==> config.mk <==
export PLATFORM = sky130hd
export DESIGN_NAME = led_matrix_text_scroller_unit
export DESIGN_NICKNAME = d
export VERILOG_FILES = /design/src/rtl/core/lmts_pkg.sv /design/src/rtl/core/lmts_ctrl.sv /design/src/rtl/core/lmts_datapath.sv /design/src/rtl/core/led_matrix_text_scroller_unit.sv
export SDC_FILE = /design/constraint.sdc
export NUM_CORES = 1
export LEC_CHECK = 0
export BUFFER_PORTS_ARGS = -buffer_cell sky130_fd_sc_hd__buf_2
export CORE_MARGIN = 4
export CORE_UTILIZATION = 51
export DETAILED_ROUTE_END_ITERATION = 10
export PLACE_DENSITY_LB_ADDON = 0.12
export SYNTH_ARGS = -nofsm -noshare
export SYNTH_HDL_FRONTEND = slang
export SYNTH_SLANG_ARGS = --single-unit
export TNS_END_PERCENT = 10
==> constraint.sdc <==
create_clock -name clk -period 12.4 [get_ports clk]
set_clock_uncertainty 0.05 [all_clocks]
set_input_delay 2.48 -clock clk [delete_from_list [all_inputs] [get_ports clk]]
set_output_delay 2.48 -clock clk [all_outputs]
set_load 0.05 [all_outputs]
==> src/rtl/core/lmts_pkg.sv <==
// Shared types, constants and the font table for the LED matrix text scroller.
package lmts_pkg;

    localparam int NROWS = 5;
    localparam int NCOLS = 16;
    localparam int DEFAULT_TEXT_DEPTH = 64;
    localparam logic [15:0] PERIOD_RESET = 16'd50;
    localparam logic [2:0] GAP_COL = 3'd5;

    localparam logic [1:0] MODE_TICK = 2'd0;
    localparam logic [1:0] MODE_SET = 2'd1;
    localparam logic [1:0] MODE_CLEAR = 2'd2;
    localparam logic [1:0] MODE_APPEND = 2'd3;

    localparam logic CFG_PERIOD = 1'b0;
    localparam logic CFG_LOWCOL = 1'b1;

    // Commands from the controller to the datapath.
    typedef struct packed {
        logic apply;      // item in the input register takes effect
        logic scroll;     // perform one scroll pass
        logic emit;       // load the result register
        logic done;       // the result register is complete and may be offered
    } lmts_cmd_t;

    // Status from the datapath to the controller.
    typedef struct packed {
        logic step_due;   // this tick reaches the scroll period
        logic skip;       // the last scroll pass skipped a gap column
    } lmts_stat_t;

    function automatic logic [24:0] glyph_bits(input logic [6:0] gi);
        logic [24:0] g;
        unique case (gi)
            7'd0: g = {5'h00,5'h00,5'h00,5'h00,5'h00};
            7'd1: g = {5'h00,5'h00,5'h17,5'h00,5'h00};
            7'd2: g = {5'h00,5'h03,5'h04,5'h03,5'h04};
            7'd3: g = {5'h0A,5'h1F,5'h0A,5'h1F,5'h0A};
            7'd4: g = {5'h09,5'h15,5'h1F,5'h15,5'h12};
            7'd5: g = {5'h19,5'h1A,5'h04,5'h0B,5'h13};
            7'd6: g = {5'h18,5'h08,5'h17,5'h15,5'h0A};
            7'd7: g = {5'h00,5'h00,5'h03,5'h04,5'h00};
            7'd8: g = {5'h00,5'h00,5'h11,5'h0E,5'h00};
            7'd9: g = {5'h00,5'h00,5'h0E,5'h11,5'h00};
            7'd10: g = {5'h0A,5'h04,5'h1F,5'h04,5'h0A};
            7'd11: g = {5'h00,5'h04,5'h0E,5'h04,5'h00};
            7'd12: g = {5'h00,5'h00,5'h08,5'h10,5'h00};
            7'd13: g = {5'h00,5'h04,5'h04,5'h04,5'h00};
            7'd14: g = {5'h00,5'h00,5'h10,5'h00,5'h00};
            7'd15: g = {5'h01,5'h02,5'h04,5'h08,5'h10};
            7'd16: g = {5'h00,5'h0E,5'h15,5'h19,5'h0E};
            7'd17: g = {5'h00,5'h10,5'h1F,5'h12,5'h00};
            7'd18: g = {5'h00,5'h12,5'h15,5'h15,5'h19};
            7'd19: g = {5'h00,5'h0A,5'h15,5'h15,5'h11};
            7'd20: g = {5'h00,5'h08,5'h1F,5'h0A,5'h0C};
            7'd21: g = {5'h00,5'h09,5'h15,5'h15,5'h13};
            7'd22: g = {5'h00,5'h08,5'h15,5'h15,5'h0E};
            7'd23: g = {5'h00,5'h03,5'h05,5'h19,5'h01};
            7'd24: g = {5'h00,5'h0A,5'h15,5'h15,5'h0A};
            7'd25: g = {5'h00,5'h1E,5'h15,5'h15,5'h02};
            7'd26: g = {5'h00,5'h00,5'h0A,5'h00,5'h00};
            7'd27: g = {5'h00,5'h00,5'h0A,5'h10,5'h00};
            7'd28: g = {5'h00,5'h11,5'h0A,5'h04,5'h00};
            7'd29: g = {5'h00,5'h0A,5'h0A,5'h0A,5'h00};
            7'd30: g = {5'h00,5'h04,5'h0A,5'h11,5'h00};
            7'd31: g = {5'h02,5'h05,5'h15,5'h01,5'h02};
            7'd32: g = {5'h16,5'h15,5'h15,5'h11,5'h0E};
            7'd33: g = {5'h00,5'h1E,5'h05,5'h05,5'h1E};
            7'd34: g = {5'h00,5'h0A,5'h15,5'h15,5'h1F};
            7'd35: g = {5'h00,5'h11,5'h11,5'h11,5'h0E};
            7'd36: g = {5'h00,5'h0E,5'h11,5'h11,5'h1F};
            7'd37: g = {5'h00,5'h11,5'h15,5'h15,5'h1F};
            7'd38: g = {5'h00,5'h01,5'h05,5'h05,5'h1F};
            7'd39: g = {5'h00,5'h1C,5'h15,5'h11,5'h0E};
            7'd40: g = {5'h00,5'h1F,5'h04,5'h04,5'h1F};
            7'd41: g = {5'h00,5'h11,5'h1F,5'h11,5'h00};
            7'd42: g = {5'h00,5'h01,5'h0F,5'h11,5'h08};
            7'd43: g = {5'h00,5'h11,5'h0A,5'h04,5'h1F};
            7'd44: g = {5'h00,5'h10,5'h10,5'h10,5'h1F};
            7'd45: g = {5'h1F,5'h02,5'h04,5'h02,5'h1F};
            7'd46: g = {5'h00,5'h1F,5'h04,5'h02,5'h1F};
            7'd47: g = {5'h00,5'h0E,5'h11,5'h11,5'h0E};
            7'd48: g = {5'h00,5'h02,5'h05,5'h05,5'h1F};
            7'd49: g = {5'h00,5'h16,5'h09,5'h11,5'h0E};
            7'd50: g = {5'h00,5'h12,5'h0D,5'h05,5'h1F};
            7'd51: g = {5'h00,5'h09,5'h15,5'h15,5'h12};
            7'd52: g = {5'h01,5'h01,5'h1F,5'h01,5'h01};
            7'd53: g = {5'h00,5'h0F,5'h10,5'h10,5'h0F};
            7'd54: g = {5'h03,5'h0C,5'h10,5'h0C,5'h03};
            7'd55: g = {5'h1F,5'h08,5'h04,5'h08,5'h1F};
            7'd56: g = {5'h11,5'h0A,5'h04,5'h0A,5'h11};
            7'd57: g = {5'h01,5'h02,5'h1C,5'h02,5'h01};
            7'd58: g = {5'h11,5'h13,5'h15,5'h19,5'h11};
            7'd59: g = {5'h00,5'h11,5'h11,5'h1F,5'h00};
            7'd60: g = {5'h10,5'h08,5'h04,5'h02,5'h01};
            7'd61: g = {5'h00,5'h1F,5'h11,5'h11,5'h00};
            7'd62: g = {5'h00,5'h02,5'h01,5'h02,5'h00};
            7'd63: g = {5'h10,5'h10,5'h10,5'h10,5'h10};
            7'd64: g = {5'h00,5'h00,5'h04,5'h03,5'h00};
            7'd65: g = {5'h1E,5'h15,5'h15,5'h15,5'h08};
            7'd66: g = {5'h08,5'h14,5'h14,5'h14,5'h1F};
            7'd67: g = {5'h00,5'h12,5'h12,5'h12,5'h0C};
            7'd68: g = {5'h1F,5'h14,5'h14,5'h14,5'h08};
            7'd69: g = {5'h16,5'h15,5'h15,5'h15,5'h0E};
            7'd70: g = {5'h02,5'h01,5'h05,5'h1E,5'h04};
            7'd71: g = {5'h0E,5'h15,5'h15,5'h15,5'h12};
            7'd72: g = {5'h00,5'h18,5'h04,5'h04,5'h1F};
            7'd73: g = {5'h00,5'h00,5'h1D,5'h00,5'h00};
            7'd74: g = {5'h00,5'h00,5'h0D,5'h10,5'h00};
            7'd75: g = {5'h00,5'h11,5'h0A,5'h04,5'h1F};
            7'd76: g = {5'h00,5'h10,5'h1F,5'h11,5'h00};
            7'd77: g = {5'h1E,5'h01,5'h06,5'h01,5'h1E};
            7'd78: g = {5'h1E,5'h01,5'h01,5'h01,5'h1F};
            7'd79: g = {5'h00,5'h0E,5'h11,5'h11,5'h0E};
            7'd80: g = {5'h00,5'h02,5'h05,5'h05,5'h1F};
            7'd81: g = {5'h10,5'h1F,5'h05,5'h05,5'h02};
            7'd82: g = {5'h02,5'h01,5'h01,5'h02,5'h1F};
            7'd83: g = {5'h00,5'h09,5'h15,5'h15,5'h12};
            7'd84: g = {5'h00,5'h12,5'h12,5'h0F,5'h02};
            7'd85: g = {5'h00,5'h0F,5'h10,5'h10,5'h0F};
            7'd86: g = {5'h03,5'h0C,5'h10,5'h0C,5'h03};
            7'd87: g = {5'h0F,5'h10,5'h0C,5'h10,5'h0F};
            7'd88: g = {5'h11,5'h0A,5'h04,5'h0A,5'h11};
            7'd89: g = {5'h00,5'h0F,5'h14,5'h14,5'h13};
            7'd90: g = {5'h00,5'h12,5'h16,5'h1A,5'h12};
            7'd91: g = {5'h06,5'h0F,5'h1E,5'h0F,5'h06};
            7'd92: g = {5'h12,5'h08,5'h07,5'h08,5'h12};
            7'd93: g = {5'h04,5'h04,5'h15,5'h0E,5'h04};
            7'd94: g = {5'h1F,5'h1F,5'h1F,5'h1F,5'h1F};
            default: g = 25'd0;
        endcase
        return g;
    endfunction

endpackage

==> src/rtl/core/lmts_ctrl.sv <==
// Controller: sequences accept, up to two scroll passes and the result load.
module lmts_ctrl (
    input  logic                clk,
    input  logic                rst_n,
    input  logic                in_fire,
    input  logic                in_is_tick,
    input  logic                out_busy,
    input  lmts_pkg::lmts_stat_t stat,
    output logic                accept_ok,
    output lmts_pkg::lmts_cmd_t cmd
);
    import lmts_pkg::*;

    localparam logic [1:0] S_IDLE = 2'd0;
    localparam logic [1:0] S_EXEC = 2'd1;
    localparam logic [1:0] S_PASS2 = 2'd2;

    logic [1:0] state_reg, state_next;
    logic       tick_reg, tick_next;

    assign accept_ok = (state_reg == S_IDLE);

    always_comb
    begin
        state_next = state_reg;
        tick_next = tick_reg;
        cmd = '0;
        unique case (state_reg)
            S_IDLE:
            begin
                if (in_fire)
                begin
                    state_next = S_EXEC;
                    tick_next = in_is_tick;
                end
            end
            S_EXEC:
            begin
                if (!out_busy)
                begin
                    cmd.apply = 1'b1;
                    cmd.emit = 1'b1;
                    cmd.scroll = tick_reg && stat.step_due;
                    // With a scroll step the result is offered only after the last pass.
                    cmd.done = !(tick_reg && stat.step_due);
                    state_next = (tick_reg && stat.step_due) ? S_PASS2 : S_IDLE;
                end
            end
            S_PASS2:
            begin
                // A second pass runs only when the first one skipped a gap.
                cmd.scroll = stat.skip;
                cmd.done = 1'b1;
                state_next = S_IDLE;
            end
            default:
            begin
                state_next = S_IDLE;
            end
        endcase
    end

    always_ff @(posedge clk or negedge rst_n)
    begin
        if (!rst_n)
        begin
            state_reg <= S_IDLE;
            tick_reg <= 1'b0;
        end
        else
        begin
            state_reg <= state_next;
            tick_reg <= tick_next;
        end
    end
endmodule

==> src/rtl/core/lmts_datapath.sv <==
// Datapath: bitmaps, scan and scroll counters, text queue and result register.
module lmts_datapath #(
    parameter int TEXT_DEPTH = lmts_pkg::DEFAULT_TEXT_DEPTH
) (
    input  logic                clk,
    input  logic                rst_n,
    input  logic                in_fire,
    input  logic [1:0]          mode,
    input  logic [3:0]          row_pick,
    input  logic [4:0]          col_pick,
    input  logic [7:0]          char_in,
    input  logic                cfg_fire,
    input  logic                cfg_index,
    input  logic [15:0]         cfg_data,
    input  lmts_pkg::lmts_cmd_t cmd,
    output lmts_pkg::lmts_stat_t stat,
    output logic [4:0]          row_select,
    output logic [15:0]         column_drive,
    output logic                low_byte_valid,
    output logic                text_empty,
    output logic                overflow
);
    import lmts_pkg::*;

    localparam int AW = (TEXT_DEPTH > 1) ? $clog2(TEXT_DEPTH) : 1;
    localparam int CW = $clog2(TEXT_DEPTH + 1);

    logic [1:0]  mode_reg;
    logic [3:0]  row_reg;
    logic [4:0]  col_reg;
    logic [7:0]  char_reg;
    logic [15:0] period_reg;
    logic        lowcol_reg;
    logic [15:0] user_reg [NROWS];
    logic [15:0] scroll_reg [NROWS];
    logic [2:0]  scan_reg;
    logic [15:0] tick_reg;
    logic [2:0]  gcol_reg;
    logic        lit_reg;
    logic        skip_reg;
    logic [AW-1:0] head_reg;
    logic [CW-1:0] count_reg;
    logic [7:0]  text_mem [TEXT_DEPTH];
    logic [7:0]  head_char_reg;
    logic [4:0]  rsel_reg;
    logic [15:0] drive_reg;
    logic        lbv_reg, empty_reg, ovf_reg;

    logic [2:0]  scan_next;
    logic [15:0] tick_inc;
    logic        is_tick, is_append, q_full, do_push, pop;
    logic [CW:0] tail_sum;
    logic [AW-1:0] tail_idx, head_inc;
    logic [7:0]  head_ch;
    logic [6:0]  gi;
    logic [24:0] glyph;
    logic [4:0]  gcolumn;
    logic        gap_skip;
    logic [15:0] row_mix;

    assign is_tick = (mode_reg == MODE_TICK);
    assign is_append = (mode_reg == MODE_APPEND) && (char_reg != 8'd0);
    assign q_full = (count_reg == CW'(TEXT_DEPTH));
    assign do_push = cmd.apply && is_append && !q_full;
    assign scan_next = (scan_reg == 3'(NROWS - 1)) ? 3'd0 : scan_reg + 3'd1;
    assign tick_inc = tick_reg + 16'd1;
    assign stat.step_due = (tick_inc == period_reg);
    assign stat.skip = skip_reg;
    assign tail_sum = (CW+1)'(head_reg) + (CW+1)'(count_reg);
    assign tail_idx = AW'((tail_sum >= (CW+1)'(TEXT_DEPTH))
                          ? tail_sum - (CW+1)'(TEXT_DEPTH) : tail_sum);
    assign head_inc = (head_reg == AW'(TEXT_DEPTH - 1)) ? '0 : head_reg + 1'b1;

    // The head character is read from the queue memory through a register.
    assign head_ch = (count_reg != '0) ? head_char_reg : 8'd0;
    assign gi = (head_ch >= 8'h20 && head_ch < 8'h7F) ? 7'(head_ch - 8'h20) : 7'd0;
    assign glyph = glyph_bits(gi);
    always_comb
    begin
        unique case (gcol_reg)
            3'd0: gcolumn = glyph[4:0];
            3'd1: gcolumn = glyph[9:5];
            3'd2: gcolumn = glyph[14:10];
            3'd3: gcolumn = glyph[19:15];
            3'd4: gcolumn = glyph[24:20];
            default: gcolumn = 5'd0;
        endcase
    end
    assign gap_skip = (gcol_reg >= GAP_COL) && !lit_reg;
    assign pop = cmd.scroll && (count_reg != '0) && (gcol_reg >= GAP_COL);
    assign row_mix = user_reg[scan_next] ^ scroll_reg[scan_next];

    always_ff @(posedge clk)
    begin
        if (in_fire)
        begin
            mode_reg <= mode;
            row_reg <= row_pick;
            col_reg <= col_pick;
            char_reg <= char_in;
        end
        if (do_push)
            text_mem[tail_idx] <= char_reg;
        // A pop reads the new head so that a following pass sees the next character.
        head_char_reg <= text_mem[pop ? head_inc : head_reg];
    end

    always_ff @(posedge clk or negedge rst_n)
    begin
        if (!rst_n)
        begin
            period_reg <= PERIOD_RESET;
            lowcol_reg <= 1'b1;
            for (int r = 0; r < NROWS; r++)
            begin
                user_reg[r] <= '0;
                scroll_reg[r] <= '0;
            end
            scan_reg <= '0;
            tick_reg <= '0;
            gcol_reg <= '0;
            lit_reg <= 1'b0;
            skip_reg <= 1'b0;
            head_reg <= '0;
            count_reg <= '0;
            rsel_reg <= '0;
            drive_reg <= 16'hFFFF;
            lbv_reg <= 1'b1;
            empty_reg <= 1'b1;
            ovf_reg <= 1'b0;
        end
        else
        begin
            if (cfg_fire)
            begin
                if (cfg_index == CFG_PERIOD)
                    period_reg <= cfg_data;
                else
                    lowcol_reg <= cfg_data[0];
            end
            if (cmd.apply && is_tick)
            begin
                scan_reg <= scan_next;
                tick_reg <= stat.step_due ? 16'd0 : tick_inc;
            end
            if (cmd.apply && (mode_reg == MODE_SET || mode_reg == MODE_CLEAR))
            begin
                for (int r = 0; r < NROWS; r++)
                    for (int c = 0; c < NCOLS; c++)
                        if ((row_reg == 4'hF || row_reg == 4'(r))
                            && (col_reg == 5'h1F || col_reg == 5'(c)))
                            user_reg[r][c] <= (mode_reg == MODE_SET);
            end
            if (cmd.scroll)
            begin
                skip_reg <= gap_skip;
                if (!gap_skip)
                begin
                    lit_reg <= (gcol_reg < GAP_COL) && (gcolumn != 5'd0);
                    for (int r = 0; r < NROWS; r++)
                        scroll_reg[r] <= {(gcol_reg < GAP_COL) && gcolumn[r],
                                          scroll_reg[r][15:1]};
                end
                if (count_reg != '0)
                    gcol_reg <= (gcol_reg >= GAP_COL) ? 3'd0 : gcol_reg + 3'd1;
                if (pop)
                    head_reg <= head_inc;
            end
            else
                skip_reg <= 1'b0;
            if (do_push && !pop)
                count_reg <= count_reg + 1'b1;
            else if (pop && !do_push)
                count_reg <= count_reg - 1'b1;
            if (cmd.emit)
            begin
                rsel_reg <= is_tick ? 5'(1 << scan_next) : 5'd0;
                drive_reg <= is_tick ? (~row_mix | (lowcol_reg ? 16'h0000 : 16'h00FF))
                                     : 16'hFFFF;
                lbv_reg <= lowcol_reg;
                ovf_reg <= is_append && q_full;
                empty_reg <= pop ? (count_reg == CW'(1))
                                 : ((count_reg == '0) && !do_push);
            end
            else if (pop)
                empty_reg <= (count_reg == CW'(1));
        end
    end

    assign row_select = rsel_reg;
    assign column_drive = drive_reg;
    assign low_byte_valid = lbv_reg;
    assign text_empty = empty_reg;
    assign overflow = ovf_reg;
endmodule

==> src/rtl/core/led_matrix_text_scroller_unit.sv <==
// Top level of the LED matrix text scroller.
// One transaction is accepted at a time. A set, clear or append item runs the execute
// state, which loads the result; a tick too, and on a due scroll step it also shifts one
// glyph column in a scroll pass, then runs another pass in the second-pass state if the
// first skipped a gap column. The next item is accepted once the controller is idle.
// The result register holds the item's result on the m_axis side, unchanged, until it
// is taken; an item waits for the previous result to be taken before it takes effect.
module led_matrix_text_scroller_unit #(
    parameter int TEXT_DEPTH = lmts_pkg::DEFAULT_TEXT_DEPTH
) (
    input  logic        clk,
    input  logic        rst_n,
    input  logic        s_axis_tvalid,
    output logic        s_axis_tready,
    input  logic [23:0] s_axis_tdata,  // row_pick[3:0], col_pick[8:4], char_in[16:9], zeros
    input  logic [1:0]  s_axis_tuser,  // mode[1:0]
    output logic        m_axis_tvalid,
    input  logic        m_axis_tready,
    output logic [23:0] m_axis_tdata,  // row_select[4:0], column_drive[20:5], zeros
    output logic [2:0]  m_axis_tuser,  // low_byte_valid[0], text_empty[1], overflow[2]
    input  logic        cfg_valid,
    output logic        cfg_ready,
    input  logic        cfg_index,
    input  logic [15:0] cfg_data
);
    import lmts_pkg::*;

    lmts_cmd_t  cmd;
    lmts_stat_t stat;
    logic       accept_ok, in_fire, ovalid_reg;
    logic [4:0] rsel;
    logic [15:0] drive;
    logic       lbv, empty, ovf;

    assign s_axis_tready = accept_ok;
    assign in_fire = s_axis_tvalid && s_axis_tready;
    assign cfg_ready = 1'b1;

    lmts_ctrl u_ctrl (
        .clk(clk), .rst_n(rst_n), .in_fire(in_fire),
        .in_is_tick(s_axis_tuser == MODE_TICK),
        .out_busy(ovalid_reg && !m_axis_tready),
        .stat(stat), .accept_ok(accept_ok), .cmd(cmd)
    );

    lmts_datapath #(.TEXT_DEPTH(TEXT_DEPTH)) u_dp (
        .clk(clk), .rst_n(rst_n), .in_fire(in_fire), .mode(s_axis_tuser),
        .row_pick(s_axis_tdata[3:0]), .col_pick(s_axis_tdata[8:4]),
        .char_in(s_axis_tdata[16:9]), .cfg_fire(cfg_valid && cfg_ready),
        .cfg_index(cfg_index), .cfg_data(cfg_data), .cmd(cmd), .stat(stat),
        .row_select(rsel), .column_drive(drive), .low_byte_valid(lbv),
        .text_empty(empty), .overflow(ovf)
    );

    always_ff @(posedge clk or negedge rst_n)
    begin
        if (!rst_n)
            ovalid_reg <= 1'b0;
        else if (cmd.done)
            ovalid_reg <= 1'b1;
        else if (m_axis_tready)
            ovalid_reg <= 1'b0;
    end

    assign m_axis_tvalid = ovalid_reg;
    assign m_axis_tdata = {3'd0, drive, rsel};
    assign m_axis_tuser = {ovf, empty, lbv};
endmodule

==> flow_summary.ini, run 1 <==
[status]
status = completed

[sta]
period_share_pct = 56.71
max_slew_margin_pct = 21.23
rsz0062_at_grt = no
final_hold_viol_count = 0
tightest_slew_ns = 1.171
setup_viol = 0
slew_violations = 0
fmax_ghz = 0.1422
post-route-min-period_ns = 7.033
setup_tns_ns = 0

[cts]
cts_resized = 0
cts_sinks = 781
post_cts_buffers = 0
cts_buffer_depth = 3
cts_inserted_buffers = 82
cts_max_level = 3
cts_root_buf = clkbuf_16
insertion_delay_ns = 0.64
postCtsHoldBufs = 0
cts_tree = yes
clkTransAtPathRegs_ns = 0.06

[detailed_routing]
drt-initial-drc-count = 2741
first_pass_iters = 6
routedWlPerCell_um = 25.39
vias = 26230
avgViaCountPerCell = 6.358
wirelength_um = 104700
drtAntennaViolNets = 0
drc = 0

[power_and_ir_drop]
ir_drop_uv = 190.8
power_density_nw_per_um2 = 163.4
seqPwrFrac_pct = 45.8
sw_frac_of_total_pct = 29.76
power_w = 0.006714
p_comb_share_pct = 18.3
clkPwrFrac_pct = 35.8
p_int_w = 0.004716
p_leak_nw = 15.33
p_sw_w = 0.001998

[worst_setup_path]
timing.rr.start = u_dp.tick_reg[0]
rr_endpoint = u_dp.head_char_reg[3]
critPathRequiredTime_ns = 12.84
start_kind = primary input
r2r_cells = 16
crit_end = u_dp.head_char_reg[3]
cp-startpoint = m_axis_tready
path_class = primary input to register
slowest_delay_ns = 0.81
cp_max_fo = 67
path_cells = buf_2, nand2b_1, and2_1, nand3_1, or4_4, nand2_1, a21oi_4, buf_4, inv_4, buf_4, mux2i_1, mux2i_1, mux2_2, o221ai_1, nand4_1
ff2ff_setup_slack_ns = 5.50
cp_slowest_cell = buf_4
arrival_ns = 7.47
worstSetupEndpointType = register

[global_routing]
grt_max_degree = 115
grt_pass1_wl_um = 159900
antenna_found_initial = 2
grt_pass1_vias = 25730
grt.total_usage_pct = 26.61
grt.overflow.total = 0

[finish]
drive_gt1_share_pct = 16.76
area_delta_synth_final_pct = 10.42
layout.nets = 3192
final_core_util_pct = 57.20
largest_reg_flops = 512

[floorplanning]
ios = 78
fp.coreArea_sq_um = 71850
start_util_pct = 51.80
die_x_um = 278.1
rows = 98
die-area_sq_um = 77360
die_h_um = 278.1

[synth]
synthTopCellsByArea = edfxtp_1, dfrtp_1, mux2_2
yosysSeqAreaShare_pct = 59.62
synth_ff_type = edfxtp_1
synth.most_common_cell = edfxtp_1
synth.avg_cell_area_sq_um = 11.98
synth_compound_area_share_pct = 12.67
synthAdderAreaFrac_pct = 1.062
synth_edf_count = 531
synthesis.area_sq_um = 37220
yosys_warnings = 0
synth_cell_type_count = 84
synth.ff_latch_count = 781
syn_inst = 3106
synth_top_area_share_pct = 42.84
synth_top_area_cell = edfxtp_1
synthMuxAreaShare_pct = 11.26
synth_top_family_by_area = compound AO/OA/AOI/OAI gates
async_flop_share_pct = 30.99
synth_xor_area_share_pct = 1.388
yosys.area_share.simple_pct = 10.83
synth.top_cells.by_count = edfxtp_1, nand2_1, nor2_1

[placement]
io_buffers = 66
gp_congestion = 0.9650
dpl.hpwl_um = 66040

[min_path]
hold_class = register to register

[job]
maxCapViolCount = 0
[power by group through the flow]
stage	logic (W)	registers, W	clock network [W]
global route	0.00134	0.00309	0.00257
global placement	0.00119	0.00312	0
finish	0.00123	0.00308	0.00240
detailed placement	0.00123	0.00313	0
floorplan	0.000701	0.00322	0
CTS	0.00123	0.00308	0.00245
[cell usage in the layout (no fill, tap or decap), drive strengths merged, types with 12 or more instances in the layout]
| master | synthesis | final |
|---|---|---|
| clkbuf | 149 | 108 |
| xnor2 | 28 | 28 |
| o31ai | 20 | 20 |
| a221oi | 34 | 34 |
| ha | 30 | 30 |
| o22a | 17 | 17 |
| xor2 | 31 | 31 |
| and3 | 58 | 58 |
| inv | 70 | 71 |
| nor2 | 256 | 256 |
| nor4 | 21 | 21 |
| o22ai | 17 | 17 |
| mux4 | 21 | 21 |
| nand3 | 80 | 80 |
| or2 | 20 | 20 |
| nand4 | 24 | 24 |
| a311oi | 18 | 18 |
| o211ai | 21 | 21 |
| a32oi | 17 | 17 |
| mux2i | 151 | 151 |
| a22oi | 27 | 27 |
| a21oi | 103 | 103 |
| o21ai | 147 | 147 |
| nor3 | 47 | 47 |
| and2 | 22 | 22 |
| clkinv | 2 | 31 |
| dfstp | 22 | 22 |
| o221ai | 15 | 15 |
| edfxtp | 531 | 531 |
| nand2 | 326 | 326 |
| mux2 | 196 | 196 |
| a211oi | 48 | 48 |
| a31oi | 77 | 77 |
| buf | 61 | 131 |
| o311ai | 12 | 12 |
| a2111oi | 43 | 43 |
| dfrtp | 220 | 220 |
[worst min-delay path by stage]
stage	start	endpoint	slack [ns]	depth (start not counted)
finish	u_dp.lowcol_reg	u_dp.low_byte_valid	0.41	2
global route	u_dp.low_byte_valid	u_dp.low_byte_valid	0.43	2
CTS	u_dp.low_byte_valid	u_dp.low_byte_valid	0.42	2
detailed placement	u_dp.lit_reg	u_dp.skip_reg	0.41	1
global placement	u_dp.low_byte_valid	u_dp.low_byte_valid	0.40	2
floorplan	u_dp.lit_reg	u_dp.skip_reg	0.38	1
[cell type report]
type                            instances  area [sq um]
Sequential cell                       781         22190
Antenna cell                            1         2.502
Clock buffer                          108          2221
Clock inverter                         38         447.9
Tap cell                              950          1189
Timing Repair Buffer                  131         828.3
Multi-Input combinational cell       2045         13950
Fill cell                            5992         30760
Inverter                               72         272.8
[metal layers]
metal  part of all wire (%)  up-vias  GRT usage (%)
met5                 0.0095        -              0
met4                    3.6        2          9.306
met3                    7.6      206          4.438
met2                     45     1125          41.11
met1                     44    13130          38.49
li1                       -    11770              -
[critical path, delay by kind of cell]
family	cells	cell delay, ns
buffers and inverters	4	1.95
and+or+nand+nor	6	1.47
AOI/OAI and AO/OA	2	0.63
muxes	3	0.74
[per-stage QoR]
stage,hold WS [ns],instance area [sq um],instances,setup WS [ns]
6_report,0.4136,41100,4126,5.367
5_1_grt,0.4318,41090,4125,5.070
4_1_cts,0.4177,41090,4125,5.407
3_5_place_dp,0.4080,38430,3979,4.728
3_3_place_gp,0.3967,38430,3979,4.853
2_1_floorplan,0.3750,37230,3108,6.822
[kinds of logic after synthesis]
family / Yosys count
fa+ha+maj: 31
other cells: 2
compound gates: 689
xor+xnor: 59
flops: 781
simple gates: 894
mux: 368
buf+inv: 282
Power figures use the tool's default switching activity.
==> inputs of run 2 (changes only) <==
ABC_AREA = 1   (was not set)
clock period = 6.3 ns   (was 12.4 ns; I/O delays follow)
==> run 2 against run 1 <==
  * Combinational power grew to 2.6 times the previous value
  * Global-route usage is 0.32 points higher
  * Total power is 120% higher
  * Critical path type is now register to register
  * Largest cell class unchanged
  * Hold slack worse by 0.0042 ns
  * Core utilization is 0.52 points lower
  * Routed wire length is 2.2% higher
  * Die area is 3.0% higher
  * Sequential share of layout area is 1.5 points lower
  * Area after synthesis is 3.1% higher
  * Highest routed layer is now met4
==> flow_summary.ini, run 2 <==
[status]
status = completed

[cts]
cts_root_buf = clkbuf_16
cts_max_level = 3
cts_sinks = 781
post_cts_buffers = 0
cts_inserted_buffers = 85
postCtsHoldBufs = 0
cts_tree = yes
insertion_delay_ns = 0.64
cts_resized = 0
clkTransAtPathRegs_ns = 0.06
cts_buffer_depth = 3

[synth]
synth.top_cells.by_count = nand2_1, inv_1, nand3_1
synthMuxAreaShare_pct = 0.1467
synth_top_family_by_area = simple AND/OR/NAND/NOR gates
synth_xor_area_share_pct = 0.4434
synth.avg_cell_area_sq_um = 8.904
synth_top_area_cell = edfxtp_1
syn_inst = 4310
synthTopCellsByArea = edfxtp_1, dfrtp_1, nand2_1
synth_compound_area_share_pct = 8.369
synth.most_common_cell = nand2_1
synth_cell_type_count = 63
synthesis.area_sq_um = 38380
synth_edf_count = 531
synthAdderAreaFrac_pct = 1.030
yosys_warnings = 0
synth_ff_type = edfxtp_1
yosysSeqAreaShare_pct = 57.82
synth.ff_latch_count = 781
yosys.area_share.simple_pct = 22.67
synth_top_area_share_pct = 41.55
async_flop_share_pct = 30.99

[worst_setup_path]
critPathRequiredTime_ns = 6.79
worst-path-stages = 21
cp_slowest_cell = nand2_8
path_class = register to register
timing.critical_path.mode_cell = nand3_1
path_buf_inv = 1
r2r_cells = 21
path_cells = ha_1, nand3_1, nor2_4, nand4_1, nand3_1, nand2_1, nor2_1, nand2_1, nor2_2, nand4_2, a21oi_1, nand4_1, nand2_8, buf_4, nand2_1, nand3_1, nand3_1, nand3_1, nand3_1, nand3_1, nand2_1
worstSetupEndpointType = register
cp_max_fo = 82
worst_path_dominant_cell_family = simple AND/OR/NAND/NOR gates
start_kind = register
arrival_ns = 5.31
slowest_delay_ns = 0.52

[floorplanning]
rows = 100
die_h_um = 282.3
start_util_pct = 51.46
die_x_um = 282.3
fp.coreArea_sq_um = 74570
ios = 78
die-area_sq_um = 79700

[detailed_routing]
first_pass_iters = 7
vias = 29620
drtAntennaViolNets = 0
drt-initial-drc-count = 2902
routedWlPerCell_um = 20.02
drc = 0
avgViaCountPerCell = 5.539
wirelength_um = 107100

[sta]
post-route-min-period_ns = 4.821
rsz0062_at_grt = no
slew_violations = 0
fmax_ghz = 0.2074
max_slew_margin_pct = 30.15
period_share_pct = 76.52
tightest_slew_ns = 1.047
setup_viol = 0
final_hold_viol_count = 0
setup_tns_ns = 0

[min_path]
hold_class = register to register
hold_path_depth = 2

[finish]
area_delta_synth_final_pct = 10.12
final_common_cell = nand2_1
final_area_sq_um = 42260
antenna_cells = 0
multiInputGateArea_sq_um = 12640
nFillCells = 6605
layout_common_cells = nand2_1, inv_1, nand3_1
final-seq-area_sq_um = 22190
drive_gt1_share_pct = 7.127
layout.nets = 4387
largest_reg_flops = 512

[placement]
gp_congestion = 1.021
dpl.hpwl_um = 64710
post_dp_cell_area_sq_um = 39510
io_buffers = 66

[power_and_ir_drop]
power_density_nw_per_um2 = 343.2
ir_drop_uv = 231.5
p_leak_nw = 18.49
power_w = 0.01450

[global_routing]
antenna_found_initial = 0
grt_max_degree = 129
grt_pass1_vias = 28360
grt.total_usage_pct = 26.93
grt.overflow.total = 0
grt_pass1_wl_um = 165600

[job]
maxCapViolCount = 0
==> run 2: worst paths after layout <==
| path | from | end | slack [ns] |
|---|---|---|---|
| worst max-delay path | u_dp.tick_reg[0] | u_dp.head_char_reg[0] | 1.48 |
| min in group asynchronous | rst_n | u_dp.tick_reg[8] | 0.61 |
| worst max register to register | u_dp.tick_reg[0] | u_dp.head_char_reg[0] | 1.48 |
| max in group asynchronous | rst_n | u_dp.user_reg[1] | 4.38 |
| worst min register to register | u_dp.low_byte_valid | u_dp.low_byte_valid | 0.41 |
| worst min-delay path | u_dp.low_byte_valid | u_dp.low_byte_valid | 0.41 |
==> run 2: worst reg2reg max path: stages, from the launching register on <==
cell and delay [ns]:
dfrtp_1 0.46, ha_1 0.24, nand3_1 0.20, nor2_4 0.23, nand4_1 0.15, nand3_1 0.11
nand2_1 0.09, nor2_1 0.10, nand2_1 0.06, nor2_2 0.17, nand4_2 0.16, a21oi_1 0.45
nand4_1 0.35, nand2_8 0.52, buf_4 0.46, nand2_1 0.10, nand3_1 0.08, nand3_1 0.11
nand3_1 0.20, nand3_1 0.20, nand3_1 0.17, nand2_1 0.05
==> run 2: final cells by class <==
class | instances | share of cell area (%)
clock buffer | 118 | 5.593
clock inverter | 39 | 0.9149
inverter | 710 | 6.318
multi-input combinational | 2614 | 29.90
sequential | 781 | 52.50
tap | 969 | 2.869
timing repair buffer | 116 | 1.901
==> run 2: cells by family after synthesis <==
logic type,Yosys count
simple gates,2006
compound gates,551
buf+inv,917
xor+xnor,17
flops,781
mux,5
fa+ha+maj,31
other cells,2
==> run 2: per-layer routing <==
layer	vias to the layer above	part of all wire, %	GRT usage, %
li1	14250	-	-
met1	14000	42	36.06
met2	1086	47	44.27
met3	281	6.4	4.127
met4	0	4.4	11.27
met5	-	0	0
==> run 2: where the power goes <==
part / total [W] / internal [W] / leakage (nW) / switching, W
clock: 0.00493 / 0.00285 / 1.35 / 0.00208
combinational: 0.00324 / 0.000864 / 9.26 / 0.00238
sequential: 0.00633 / 0.00606 / 7.88 / 0.000277
total: 0.0145 / 0.00977 / 18.5 / 0.00473
==> run 2: metrics by stage <==
stage                     setup WS (ns)  util (%)  cells  hold slack, ns
after global placement            1.549     52.98   5190          0.3992
after floorplan                   2.674         -   4312          0.3937
final                             1.479     56.67   5347          0.4093
after global routing              1.036     56.67   5347          0.4266
after detailed placement          1.525     52.98   5190          0.4020
after CTS                         1.518     56.67   5347          0.4106
